--- src/hw/rtl/pfa_pkg.sv ---
// Package of shared constants, types and codes for the period frequency averager.
package pfa_pkg;

  // Tick rate of the free-running timestamp counter, in ticks per second.
  localparam int unsigned TICK_RATE = 1000000;

  // Field and register widths.
  localparam int STAMP_W = 64;
  localparam int FREQ_W = 32;
  localparam int SUM_W = 40;
  localparam int COUNT_W = 8;
  localparam int MIN_PERIOD_W = 20;
  localparam int MIN_FREQ_W = 16;
  localparam int WINDOW_W = 8;
  localparam int CFG_DATA_W = 20;
  localparam int CFG_INDEX_W = 2;

  // Numerator of the frequency division: TICK_RATE in Q16.16.
  localparam logic [63:0] FREQ_NUM = 64'(TICK_RATE) << 16;
  localparam int NUM_W = $clog2(FREQ_NUM + 64'd1);

  // The shared divider handles the frequency and the mean divisions.
  localparam int DIV_W = (NUM_W > SUM_W) ? NUM_W : SUM_W;
  localparam int DIV_CNT_W = $clog2(DIV_W);

  // Register indexes of the configuration port.
  localparam logic [CFG_INDEX_W-1:0] REG_MIN_PERIOD = 2'd0;
  localparam logic [CFG_INDEX_W-1:0] REG_MIN_FREQ = 2'd1;
  localparam logic [CFG_INDEX_W-1:0] REG_WINDOW = 2'd2;

  // Reset values of the configuration registers.
  localparam logic [MIN_PERIOD_W-1:0] MIN_PERIOD_RESET = 20'd15000;
  localparam logic [MIN_FREQ_W-1:0] MIN_FREQ_RESET = 16'd50;
  localparam logic [WINDOW_W-1:0] WINDOW_RESET = 8'd200;

  typedef enum logic [2:0] {
    S_IDLE,
    S_CHECK,
    S_FDIV,
    S_ACC,
    S_TEST,
    S_ADIV,
    S_EMIT
  } pfa_state_t;

  // Commands from the controller to the datapath.
  typedef struct packed {
    logic load_stamp;
    logic start_fdiv;
    logic start_adiv;
    logic cap_freq;
    logic acc;
    logic cap_avg;
    logic zero_avg;
    logic clear;
  } pfa_cmd_t;

  // Status from the datapath to the controller.
  typedef struct packed {
    logic period_ok;
    logic freq_ok;
    logic win_full;
    logic count_zero;
    logic div_done;
  } pfa_status_t;

endpackage

--- src/hw/rtl/pfa_div.sv ---
// Iterative restoring divider, one quotient bit per cycle.
module pfa_div (
  input  logic                        clk,
  input  logic                        rst,
  input  logic                        start,
  input  logic [pfa_pkg::DIV_W-1:0]   dividend,
  input  logic [pfa_pkg::STAMP_W-1:0] divisor,
  output logic [pfa_pkg::DIV_W-1:0]   quotient,
  output logic                        done
);
  import pfa_pkg::*;

  logic                   busy;
  logic [DIV_CNT_W-1:0]   count;
  logic [DIV_W-1:0]       rem;
  logic [DIV_W-1:0]       dq;
  logic [STAMP_W-1:0]     dvs;

  logic [DIV_W:0]         shifted;
  logic [STAMP_W-1:0]     shifted_ext;
  logic                   ge;
  logic [STAMP_W-1:0]     diff;

  always_comb begin
    shifted = {rem, dq[DIV_W-1]};
    shifted_ext = {{(STAMP_W-DIV_W-1){1'b0}}, shifted};
    ge = shifted_ext >= dvs;
    diff = shifted_ext - dvs;
  end

  always_ff @(posedge clk) begin
    if (rst) begin
      busy <= 1'b0;
      done <= 1'b0;
      count <= '0;
    end else begin
      done <= 1'b0;
      if (start) begin
        busy <= 1'b1;
        count <= '0;
      end else if (busy) begin
        count <= count + 1'b1;
        if (count == DIV_CNT_W'(DIV_W - 1)) begin
          busy <= 1'b0;
          done <= 1'b1;
        end
      end
    end
  end

  // The partial remainder never exceeds the dividend, so DIV_W bits hold it.
  always_ff @(posedge clk) begin
    if (start) begin
      rem <= '0;
      dq <= dividend;
      dvs <= divisor;
    end else if (busy) begin
      rem <= ge ? diff[DIV_W-1:0] : shifted[DIV_W-1:0];
      dq <= {dq[DIV_W-2:0], ge};
    end
  end

  assign quotient = dq;

endmodule

--- src/hw/rtl/pfa_datapath.sv ---
// Datapath: period, frequency, running sum, sample count and mean.
module pfa_datapath (
  input  logic                             clk,
  input  logic                             rst,
  input  pfa_pkg::pfa_cmd_t                cmd,
  input  logic [pfa_pkg::STAMP_W-1:0]      stamp,
  input  logic [pfa_pkg::MIN_PERIOD_W-1:0] min_period,
  input  logic [pfa_pkg::MIN_FREQ_W-1:0]   min_freq,
  input  logic [pfa_pkg::WINDOW_W-1:0]     window,
  output pfa_pkg::pfa_status_t             status,
  output logic [pfa_pkg::FREQ_W-1:0]       avg
);
  import pfa_pkg::*;

  logic [STAMP_W-1:0] last_stamp;
  logic [STAMP_W-1:0] period;
  logic [FREQ_W-1:0]  freq;
  logic [SUM_W-1:0]   freq_sum;
  logic [COUNT_W-1:0] sample_count;

  logic [DIV_W-1:0]   div_dividend;
  logic [STAMP_W-1:0] div_divisor;
  logic [DIV_W-1:0]   div_quotient;
  logic               div_done;

  always_comb begin
    if (cmd.start_adiv) begin
      div_dividend = DIV_W'(freq_sum);
      div_divisor = STAMP_W'(sample_count);
    end else begin
      div_dividend = DIV_W'(FREQ_NUM);
      div_divisor = period;
    end
  end

  pfa_div u_div (
    .clk      (clk),
    .rst      (rst),
    .start    (cmd.start_fdiv | cmd.start_adiv),
    .dividend (div_dividend),
    .divisor  (div_divisor),
    .quotient (div_quotient),
    .done     (div_done)
  );

  always_ff @(posedge clk) begin
    if (rst) begin
      last_stamp <= '0;
      freq_sum <= '0;
      sample_count <= '0;
    end else begin
      if (cmd.load_stamp) begin
        last_stamp <= stamp;
      end
      if (cmd.clear) begin
        freq_sum <= '0;
        sample_count <= '0;
      end else if (cmd.acc && status.freq_ok) begin
        freq_sum <= freq_sum + SUM_W'(freq);
        sample_count <= sample_count + 1'b1;
      end
    end
  end

  always_ff @(posedge clk) begin
    if (cmd.load_stamp) begin
      period <= stamp - last_stamp;
    end
    // Frequencies above the 32-bit range saturate.
    if (cmd.cap_freq) begin
      freq <= (|div_quotient[DIV_W-1:FREQ_W]) ? '1 : div_quotient[FREQ_W-1:0];
    end
    if (cmd.zero_avg) begin
      avg <= '0;
    end else if (cmd.cap_avg) begin
      avg <= div_quotient[FREQ_W-1:0];
    end
  end

  always_comb begin
    status.period_ok = period > STAMP_W'(min_period);
    status.freq_ok = freq > {min_freq, 16'd0};
    status.win_full = sample_count >= window;
    status.count_zero = sample_count == '0;
    status.div_done = div_done;
  end

endmodule

--- src/hw/rtl/pfa_ctrl.sv ---
// Controller state machine that sequences one item through the datapath.
module pfa_ctrl (
  input  logic                 clk,
  input  logic                 rst,
  input  logic                 in_valid,
  output logic                 in_ready,
  input  logic                 out_free,
  input  pfa_pkg::pfa_status_t status,
  output pfa_pkg::pfa_cmd_t    cmd,
  output logic                 emit
);
  import pfa_pkg::*;

  pfa_state_t state;
  pfa_state_t state_next;

  always_ff @(posedge clk) begin
    if (rst) begin
      state <= S_IDLE;
    end else begin
      state <= state_next;
    end
  end

  always_comb begin
    state_next = state;
    case (state)
      S_IDLE: begin
        if (in_valid) state_next = S_CHECK;
      end
      S_CHECK: begin
        state_next = status.period_ok ? S_FDIV : S_IDLE;
      end
      S_FDIV: begin
        if (status.div_done) state_next = S_ACC;
      end
      S_ACC: begin
        state_next = S_TEST;
      end
      S_TEST: begin
        if (!status.win_full) state_next = S_IDLE;
        else if (status.count_zero) state_next = S_EMIT;
        else state_next = S_ADIV;
      end
      S_ADIV: begin
        if (status.div_done) state_next = S_EMIT;
      end
      S_EMIT: begin
        if (out_free) state_next = S_IDLE;
      end
      default: state_next = S_IDLE;
    endcase
  end

  always_comb begin
    cmd = '0;
    in_ready = 1'b0;
    emit = 1'b0;
    case (state)
      S_IDLE: begin
        in_ready = 1'b1;
        cmd.load_stamp = in_valid;
      end
      S_CHECK: begin
        cmd.start_fdiv = status.period_ok;
      end
      S_FDIV: begin
        cmd.cap_freq = status.div_done;
      end
      S_ACC: begin
        cmd.acc = 1'b1;
      end
      S_TEST: begin
        cmd.zero_avg = status.win_full && status.count_zero;
        cmd.start_adiv = status.win_full && !status.count_zero;
      end
      S_ADIV: begin
        cmd.cap_avg = status.div_done;
      end
      S_EMIT: begin
        emit = out_free;
        cmd.clear = out_free;
      end
      default: begin
        cmd = '0;
      end
    endcase
  end

endmodule

--- src/hw/rtl/period_frequency_averager.sv ---
// Top level of the period frequency averager: configuration, control, datapath, output register.
//
// Each input item is a 64-bit timestamp of a mains pulse edge from a free-running
// tick counter. The block takes the period since the previous timestamp (modulo
// 2^64, the first one measured from zero), drops periods not above min_period,
// turns the rest into a Q16.16 frequency TICK_RATE*65536/period (saturated to 32
// bits), sums frequencies above min_freq hertz, and after window samples emits
// the truncated mean as one result item and starts a new window. One shared
// restoring divider, one quotient bit per cycle on a 40-bit dividend, does both
// divisions: an invalid edge is dropped after the period check, a valid edge goes
// through the frequency division, and one that closes the window also through the
// mean division (skipped when no sample is held, which reports zero). The block
// takes one item at a time; a finished result waits for a free output register,
// then in it while the next item is taken. The user must write the configuration
// registers through cfg_we, cfg_index and cfg_data only while the block is idle,
// which the block does not enforce; an index beyond the three registers is ignored.
module period_frequency_averager (
  input  logic                              clk,
  input  logic                              rst,
  input  logic                              s_tvalid,
  output logic                              s_tready,
  input  logic [pfa_pkg::STAMP_W-1:0]       s_tdata,   // timestamp
  output logic                              m_tvalid,
  input  logic                              m_tready,
  output logic [pfa_pkg::FREQ_W-1:0]        m_tdata,   // avg_frequency
  input  logic                              cfg_we,
  input  logic [pfa_pkg::CFG_INDEX_W-1:0]   cfg_index,
  input  logic [pfa_pkg::CFG_DATA_W-1:0]    cfg_data
);
  import pfa_pkg::*;

  logic [MIN_PERIOD_W-1:0] min_period;
  logic [MIN_FREQ_W-1:0]   min_freq;
  logic [WINDOW_W-1:0]     window;

  pfa_cmd_t    cmd;
  pfa_status_t status;
  logic        emit;
  logic        out_free;
  logic [FREQ_W-1:0] avg;

  // Configuration registers.
  always_ff @(posedge clk) begin
    if (rst) begin
      min_period <= MIN_PERIOD_RESET;
      min_freq <= MIN_FREQ_RESET;
      window <= WINDOW_RESET;
    end else if (cfg_we) begin
      case (cfg_index)
        REG_MIN_PERIOD: min_period <= cfg_data[MIN_PERIOD_W-1:0];
        REG_MIN_FREQ:   min_freq <= cfg_data[MIN_FREQ_W-1:0];
        REG_WINDOW:     window <= cfg_data[WINDOW_W-1:0];
        default: ;
      endcase
    end
  end

  // The output register is free when empty or being taken this cycle.
  assign out_free = !m_tvalid || m_tready;

  pfa_ctrl u_ctrl (
    .clk      (clk),
    .rst      (rst),
    .in_valid (s_tvalid),
    .in_ready (s_tready),
    .out_free (out_free),
    .status   (status),
    .cmd      (cmd),
    .emit     (emit)
  );

  pfa_datapath u_datapath (
    .clk        (clk),
    .rst        (rst),
    .cmd        (cmd),
    .stamp      (s_tdata),
    .min_period (min_period),
    .min_freq   (min_freq),
    .window     (window),
    .status     (status),
    .avg        (avg)
  );

  // Output register holding a finished result until it is taken.
  always_ff @(posedge clk) begin
    if (rst) begin
      m_tvalid <= 1'b0;
    end else if (emit) begin
      m_tvalid <= 1'b1;
    end else if (m_tready) begin
      m_tvalid <= 1'b0;
    end
  end

  always_ff @(posedge clk) begin
    if (emit) begin
      m_tdata <= avg;
    end
  end

`ifndef SYNTHESIS
  // An accepted item keeps the input closed in the following cycle.
  a_one_item: assert property (@(posedge clk) disable iff (rst)
    s_tvalid && s_tready |=> !s_tready)
    else $error("input accepted while an item is in work");

  // A result is loaded only into a free output register.
  a_emit_free: assert property (@(posedge clk) disable iff (rst)
    emit |-> (!m_tvalid || m_tready))
    else $error("result overwrote a pending output item");

  // A loaded result is presented with the loaded value.
  a_emit_shown: assert property (@(posedge clk) disable iff (rst)
    emit |=> m_tvalid && (m_tdata == $past(avg)))
    else $error("emitted result not presented");
`endif

endmodule

--- config.mk ---
export PLATFORM = sky130hd
export DESIGN_NAME = period_frequency_averager
export DESIGN_NICKNAME = d
export VERILOG_FILES = /design/src/hw/rtl/pfa_pkg.sv /design/src/hw/rtl/pfa_div.sv /design/src/hw/rtl/pfa_datapath.sv /design/src/hw/rtl/pfa_ctrl.sv /design/src/hw/rtl/period_frequency_averager.sv
export SDC_FILE = /design/constraint.sdc
export NUM_CORES = 1
export LEC_CHECK = 0
export BUFFER_PORTS_ARGS = -buffer_cell sky130_fd_sc_hd__buf_2
export CORE_MARGIN = 3
export CORE_UTILIZATION = 54
export CTS_CLUSTER_SIZE = 30
export DETAILED_ROUTE_END_ITERATION = 10
export HOLD_SLACK_MARGIN = 0.03
export PLACE_DENSITY = 0.68
export SLEW_MARGIN = 0
export SYNTH_ARGS = -nofsm -noshare
export SYNTH_HDL_FRONTEND = slang
export SYNTH_HIERARCHICAL = 1
export SYNTH_SLANG_ARGS = --single-unit
--- constraint.sdc ---
create_clock -name clk -period 6.4 [get_ports clk]
set_input_delay 0.96 -clock clk [delete_from_list [all_inputs] [get_ports clk]]
set_output_delay 0.96 -clock clk [all_outputs]
set_load 0.03 [all_outputs]
======== Word-level counts from Yosys, hierarchy flattened ========
Index checks and enable logic that the tools add are counted.
storage, ports and cells
  register bits after elaboration ......... 472
  bits of input ports ..................... 91
  output and inout port bits .............. 34
  logic and storage cells ................. 90
operators by class
  add/sub/neg operators ................... 5
  magnitude comparators ................... 4
  eq/ne operators ......................... 13
  muxes and demuxes ....................... 28
  bitwise gates (word level) .............. 2
  reduce and logical (&&, ||, !) cells .... 19
operator list
  kind                                                    number
  two-way mux 40 bit                                      4
  greater-or-equal comparator 41 x 64 -> 1 bit            1
  > comparator 64 x 20 -> 1 bit                           1
  subtractor 64 bit                                       1
  adder 40 x 32 -> 40 bit                                 1
  subtractor 40 bit                                       1
  > comparator 32 bit                                     1
  one-hot mux 3 bit (7 select lines)                      1
  two-way mux 1 bit                                       15
  two-way mux 3 bit                                       5
  == test 3 bit (second input constant)                   3
  adder 8 x 1 -> 8 bit (second input constant)            1
  greater-or-equal comparator 8 bit                       1
  zero test 8 bit                                         1
  two-way mux 8 bit                                       1
  OR reduction 8 bit                                      1
  adder 6 x 1 -> 6 bit (second input constant)            1
  == test 3 x 2 -> 1 bit (second input constant)          2
  == test 6 bit (second input constant)                   1
  inequality test 2 x 1 -> 1 bit (second input constant)  3
  AND reduction 2 bit                                     3
  two-way mux 2 bit                                       2
  AND reduction 4 bit                                     1
  nonzero test 2 bit                                      2
  13 further kinds                                        17

======== Logic depth before layout (Yosys ltp) ========
Gate-level depths: netlist of the first run.
  depth after elaboration ................. 6
  mapped depth ............................ 23
  mapped depth without buffers ............ 19

======== By module ========
Netlist of the first run, hierarchy kept.
modules (own cells, without submodules)
  module                     instances  cells each  area each (µm²)  seq. area each (µm²)
  pfa_datapath               1          1787        15712.6          5765.5
  pfa_div                    1          810         8256.7           4083.9
  period_frequency_averager  1          216         2837.7           1861.8
  pfa_ctrl                   1          39          315.3            60.1

======== Worst setup path after synthesis of the first run ========
OpenSTA, ideal clock, no wires.
  path kind ............................... register to register
  start ................................... register u_datapath.sample_count[0]
  end ..................................... register u_datapath.u_div.dq[0], in the netlist u_datapath/u_div/quotient[0], enable pin
  data arrival time ....................... 4798 ps
  data required time ...................... 6006 ps
  path slack .............................. 1208 ps
  stages on the path, launching flop included .. 20
  buffers on the path ..................... 3
  clock period less this slack ............ 5192 ps
  cells stage by stage .................... dfxtp_1 > inv_1 > ha_1 > nand2b_1 > a21o_1 > a21o_1 > a21o_1 > a21o_1 > a21oi_1 > nor2b_1 > o21ai_0 > nand2b_1 > and4bb_2 > nor2b_1 > clkbuf_1 > clkbuf_1 > or2_2 > clkbuf_1 > nor2_1 > inv_1
RTL lines
  item                    line                source
  start, declared         pfa_datapath.sv:19  logic [COUNT_W-1:0] sample_count;
  start signal, assigned  pfa_datapath.sv:60  sample_count <= sample_count + 1'b1;
  end signal, assigned    pfa_div.sv:55       dq <= dividend;
  end signal, assigned    pfa_div.sv:59       dq <= {dq[DIV_W-2:0], ge};
  end, declared           pfa_div.sv:16       logic [DIV_W-1:0] dq;

==> metrics.md, run 1 <==
| Metric | Value |
|---|---|
| Synth Instances | 2,850 |
| Clock insertion delay at the later pin of the skew report | 0.62 ns |
| Die Width | 230 um |
| Critical R2R Capture | u_datapath/u_div/quotient[28] |
| DR DRC count | 1 |
| Required @ worst endpoint | 6.77 ns |
| Slew Viols, Final | 0 |
| Setup violators final | 0 |
| Util after Layout | 60.9% |
| Global-route wire length before repair | 105,000 um |
| Clk sink count | 472 |
| Failing checks | DRC |
| Final std cells w/o fill | 3,611 |
| Antenna violations before repair | 0 |
| Postcts setup bufs | 0 |
| Hold_buf cts | 0 |
| Synth Net Count | 3,127 |
| Synthesis-to-layout area growth | 10.6% |
| Final #Nets | 3,181 |
| TritonCTS buffer count | 51 |
| Hold Path Cell Cnt | 0 |
| Placed cell area | 0.0282 mm2 |
| Mean Syn Cell Area | 9.51 um2 |
| Clock share of power | 33.6% |
| Post-DR wirelength/cell | 17.9 um |
| ANT nets after route | 0 |
| Flop2flop setup slack | 2.10 ns |
| Core Region | 0.0493 mm2 |
| Part of the power in registers | 39.7% |
| Clk_skew | 0.0248 ns |
| Nature of the critical path endpoint | register |
| Max frequency | 0.233 GHz |
| Grt total ovfl | 0 |
| Total GRT Usage | 24.2% |
| Num rows | 81 |
| Hpwl dp | 47,100 um |
| PortBufs | 124 |
| Sw Ratio | 31.4% |
| Worst hold margin | 0.427 ns |
| CTS tree | yes |
| Comb power frac | 26.8% |
| Number of diodes | 0 |
| Initial Util | 55.0% |
| Pin count of the biggest net entering global routing | 78 |
| Routed vias | 20,700 |
| Min-delay src | u_datapath/avg[3] |
| CTS resizes | 0 |
| Initial DRC count | 1,649 |
| Share of layout cells above drive strength 1 | 11.8% |
| Setup TNS Final | 0 ns |
| Tmin final | 4.30 ns |
| TritonRoute pass-1 iters | 9 |
| Leakage Power | 11.9 nW |
| Max Cap Violations | 0 |
| Die Ht | 230 um |
| Vias in the first global route | 20,000 |
| Setup CP Type | register to register |
| Placed cells | 3,515 |
| Worst Hold End | m_tdata[3] |
| Ys Warns | 6 |
| Pwr/cell area | 316 mW/mm2 |
| DR vias/cell | 5.74 |
| Worst slew pin tran | 1.18 ns |
| R2R depth | 16 |
| DIE AREA | 0.0529 mm2 |
| Crit Path Max Fanout | 64 |
| Peak VDD IR | 0.000255 V |
| Crit path launch type | register |
| Final period util | 67.2% |
| H-Tree Depth | 2 |
| Critical R2R Launch | u_datapath/sample_count[0] |
| Overall routed net length | 64,800 um |
| Post-route cell area | 0.0300 mm2 |
| IO Count | 125 |
| Clock root cell | clkbuf_16 |
| Routability Congestion | 0.957 |
| Clock-pin transition on the worst setup and hold timing paths | 0.06 ns |
| Area of the mapped netlist | 0.0271 mm2 |
| Pint | 0.00649 W |
| Crit path DAT | 4.67 ns |
| Worst slew margin | 21.4% |
| NetSw | 0.00297 W |
| Outcome | finished, violations left |
| Hold Path Class | register to register |
| RSZ-0062 raised after global routing | no |
| Clock tree buffer depth | 3 |
| Fin. Hold Viols | 0 |
[how the worst max path moves through the flow]
| stage | start | endpoint | cells past startpoint |
|---|---|---|---|
| 2_1_floorplan | u_datapath/sample_count[0] | u_datapath/u_div/quotient[0] | 19 |
| 3_3_place_gp | s_tdata[5] | u_datapath/period[62] | 11 |
| 3_5_place_dp | s_tdata[5] | u_datapath/period[62] | 11 |
| 4_1_cts | u_datapath/sample_count[0] | u_datapath/u_div/quotient[3] | 16 |
| 5_1_grt | u_datapath/sample_count[0] | u_datapath/u_div/quotient[28] | 16 |
| 6_report | u_datapath/sample_count[0] | u_datapath/u_div/quotient[28] | 16 |
[power by group through the flow]
stage | sequential, W | combinational (W) | clock [W]
after global routing | 0.00378 | 0.00282 | 0.00338
after floorplan | 0.00371 | 0.00198 | 0
final | 0.00375 | 0.00253 | 0.00318
after CTS | 0.00375 | 0.00251 | 0.00325
after detailed placement | 0.00381 | 0.00249 | 0
after global placement | 0.00380 | 0.00244 | 0
[sequential cells by signal (all words and copies together) (netlist names)]
signal,cells
u_datapath/u_div/rem,40
u_datapath/sample_count,8
u_ctrl/state,3
u_datapath/freq,32
u_datapath/freq_sum,40
m_tdata,32
m_tvalid,1
window,8
u_datapath/period,64
u_datapath/u_div/count,6
u_datapath/last_stamp,64
min_period,20
u_datapath/u_div/busy,1
u_datapath/u_div/done,1
u_datapath/avg,32
min_freq,16
u_datapath/u_div/quotient,40
u_datapath/u_div/dvs,64
[cell usage in the layout, fill, tap and decap left out, drive strengths merged, types with 37 or more instances in the layout]
master  count
a21o       67
a21oi     205
and2       42
buf       138
clkbuf     64
dfxtp     240
edfxtp    232
ha        183
inv       208
mux2       47
mux2i     148
nand2     212
nand2b     71
nand3      41
nand4      50
nor2      275
nor2b      78
nor3       37
o21ai      99
or2        43
xnor2      82
xor2       49
[metal layers]
layer | wire, um | track usage (%) | vias to the layer above
met1 | 30700 | 34.7 | 9896
met4 | 1530 | 6.90 | 0
met3 | 3530 | 3.44 | 96
met2 | 29100 | 38.2 | 530
met5 | 0 | 0 | -
li1 | - | - | 10200
[area by class of cell]
type	count	area (um2)
fill	4285	19300
multi-input combinational	2038	14000
sequential	472	11800
clock buffer	64	1420
tap	664	831
inverter	203	762
timing repair buffer	138	741
clock inverter	32	412
[critical path, stage by stage (launching register included)]
cell	delay [ns]
dfxtp_1	0.41
inv_1	0.09
ha_1	0.27
nand2b_1	0.09
a21o_1	0.10
a21o_1	0.11
a21o_1	0.11
a21o_1	0.10
a21oi_1	0.06
nor2b_1	0.10
o21ai_0	0.09
nand2b_1	0.12
and4bb_2	0.25
nor2b_4	0.74
or2_4	0.30
buf_4	0.66
mux2_2	0.42
[per-stage QoR]
| stage | total power (W) | worst slack, ns |
|---|---|---|
| after floorplan | 0.00570 | 1.21 |
| after global routing | 0.00998 | 1.72 |
| final | 0.00946 | 2.10 |
| after global placement | 0.00624 | 2.07 |
| after CTS | 0.00951 | 2.07 |
| after detailed placement | 0.00629 | 2.02 |
No activity file was read; power rests on OpenSTA's default activity.
==> run 2: changes to the inputs <==
Settings changed: PLACE_DENSITY 0.68 to 0.71.
Clock period 6.4 ns to 3.4 ns, I/O delays scaled along.
==> run 2 against run 1 <==
  * The run now ends clean
  * Largest power group unchanged
  * Flip-flop and latch count unchanged
  * Clock skew increased by 0.0093 ns
  * Combinational power increased by 100%
==> metrics.md, run 2 (synthesis gave the netlist of run 1 again) <==
| Metric | Value |
|---|---|
| Worst slew pin tran | 1.04 ns (-0.134 ns) |
| Post-DR wirelength/cell | 17.6 um (-1.7%) |
| Total GRT Usage | 24.2% (about the same) |
| Crit Path Max Fanout | 16 (-75%) |
| CP cell instances | ha_4, nor2b_1, o21ai_1, nand2b_1, a21oi_1, nor2_1, a211oi_2, o311ai_0, a31oi_1, o21ai_2, and3b_1, or2_4, buf_4, clkbuf_16, mux2_2 |
| Most common cell after layout, fill and taps aside | nor2_1 |
| Setup violators final | 0 (unchanged) |
| Leakage Power | 12.5 nW (+5.0%) |
| Hold_buf cts | 0 (unchanged) |
| Pint | 0.0125 W (+92%) |
| ANT nets after route | 0 (unchanged) |
| NetSw | 0.00558 W (+88%) |
| Worst hold margin | 0.181 ns (-0.246 ns) |
| Share of layout cells above drive strength 1 | 15.4% (+3.6 points) |
| Clock root cell | clkbuf_16 |
| TritonRoute pass-1 iters | 5 (-4) |
| Crit path max-delay family | compound AO/OA/AOI/OAI gates |
| Top flop regs | u_datapath/last_stamp x64, u_datapath/period x64, u_datapath/u_div/dvs x64 |
| Hold Path Class | primary input to register |
| DIE AREA | 0.0529 mm2 (unchanged) |
| Final #Nets | 3,295 (+3.6%) |
| Max frequency | 0.305 GHz (+31%) |
| PortBufs | 124 (unchanged) |
| CP max stage delay | 0.42 ns (-0.32 ns) |
| Most frequent cells in the layout | nor2_1, dfxtp_1, edfxtp_1 |
| Tmin final | 3.28 ns (-1.02 ns) |
| H-Tree Depth | 2 (unchanged) |
| TritonCTS buffer count | 51 (unchanged) |
| Worst path slowest cell | edfxtp_1 |
| Crit path launch type | register |
| Clock insertion delay at the later pin of the skew report | 0.60 ns (-0.02 ns) |
| Sw Ratio | 30.9% (-0.47 points) |
| Grt total ovfl | 0 (unchanged) |
| Worst slew margin | 30.6% (+9.1 points) |
| Crit path buf inv count | 2 (unchanged) |
| Max Cap Violations | 0 (unchanged) |
| Die Width | 230 um (unchanged) |
| Core Region | 0.0493 mm2 (unchanged) |
| Routed vias | 21,100 (+1.7%) |
| Nature of the critical path endpoint | register |
| Pwr/cell area | 581 mW/mm2 (+84%) |
| Die Ht | 230 um (unchanged) |
| Part of the power in registers | 39.0% (-0.7 points) |
| Clock share of power | 32.8% (-0.8 points) |
| Global-route wire length before repair | 106,000 um (+0.51%) |
| Clk_skew | 0.0341 ns (+0.00928 ns) |
| Initial DRC count | 1,659 (+0.61%) |
| IO Count | 125 (unchanged) |
| Clock-pin transition on the worst setup and hold timing paths | 0.06 ns (about the same) |
| Comb power frac | 28.1% (+1.3 points) |
| Pin count of the biggest net entering global routing | 85 (+9.0%) |
| Number of diodes | 0 (unchanged) |
| Clk sink count | 472 (unchanged) |
| DR vias/cell | 5.66 (-1.4%) |
| Antenna violations before repair | 0 (unchanged) |
| DR DRC count | 0 (-1) |
| Hpwl dp | 48,500 um (+2.8%) |
| Fin. Hold Viols | 0 (unchanged) |
| Total chip power | 0.0181 W (+91%) |
| Final period util | 96.4% (+29 points) |
| Required @ worst endpoint | 3.75 ns (-3.02 ns) |
| Num rows | 81 (unchanged) |
| Slew Viols, Final | 0 (unchanged) |
| Setup CP Type | register to register |
| Peak VDD IR | 0.000381 V (+49%) |
| Outcome | completed |
| CTS tree | yes |
| Overall routed net length | 65,700 um (+1.4%) |
| Routability Congestion | 0.931 (-2.7%) |
| Crit path DAT | 3.63 ns (-1.04 ns) |
| Vias in the first global route | 20,700 (+3.5%) |
| Clock tree buffer depth | 3 (unchanged) |
| Synthesis-to-layout area growth | 14.5% |
| Initial Util | 55.0% (unchanged) |
run 2: tightest hold or removal path: stages:
cell	delay [ns]
buf_2	0.09
mux2i_1	0.06
nor2_1	0.07
run 2: worst paths after layout:
| path | start | to | slack, ns | cells past startpoint |
|---|---|---|---|---|
| worst max-delay path | u_datapath/period[1] | u_datapath/u_div/quotient[33] | 0.12 | 15 |
| worst min-delay path | s_tdata[0] | u_datapath/last_stamp[0] | 0.18 | 3 |
| worst max register to register | u_datapath/period[1] | u_datapath/u_div/quotient[33] | 0.12 | 15 |
| worst min register to register | u_datapath/avg[0] | m_tdata[0] | 0.43 | 0 |
run 2: layer usage:
layer	GRT usage, %	share of wire (%)
met5	0	0
met4	7.31	2.6
met3	3.68	5.4
met2	38.7	45
met1	33.9	47
run 2: metrics by stage:
| step | setup WS [ns] | area [um2] | setup TNS (ns) | cells | utilization, % |
|---|---|---|---|---|---|
| 2_1_floorplan | -0.891 | 27200 | -65.22 | 2850 | - |
| 3_3_place_gp | -0.0598 | 29000 | -0.0775 | 3617 | 58.9 |
| 3_5_place_dp | -0.102 | 29000 | -0.205 | 3617 | 58.9 |
| 4_1_cts | 0.0153 | 30800 | 0 | 3713 | 62.6 |
| 5_1_grt | -0.0295 | 31000 | -0.699 | 3725 | 63.0 |
| 6_report | 0.121 | 31000 | 0 | 3725 | 63.0 |
run 2: area by class of cell:
| cell class | instances | area (um2) |
|---|---|---|
| fill | 4157 | 18200 |
| tap | 664 | 831 |
| timing repair buffer | 251 | 1730 |
| multi-input combinational | 2039 | 14100 |
| sequential | 472 | 11800 |
| inverter | 203 | 766 |
| clock inverter | 24 | 357 |
| clock buffer | 72 | 1460 |
run 2: power groups by stage:
stage / clock [W] / sequential (W) / combinational [W]
final: 0.00593 / 0.00705 / 0.00508
after global routing: 0.00628 / 0.00711 / 0.00564
after CTS: 0.00606 / 0.00704 / 0.00497
after detailed placement: 0 / 0.00715 / 0.00494
after global placement: 0 / 0.00714 / 0.00486
after floorplan: 0 / 0.00698 / 0.00375
run 2: timing repair:
item	CTS	global route
buffers inserted	0	8
gates resized for setup	0	16
setup endpoints to repair	0	133
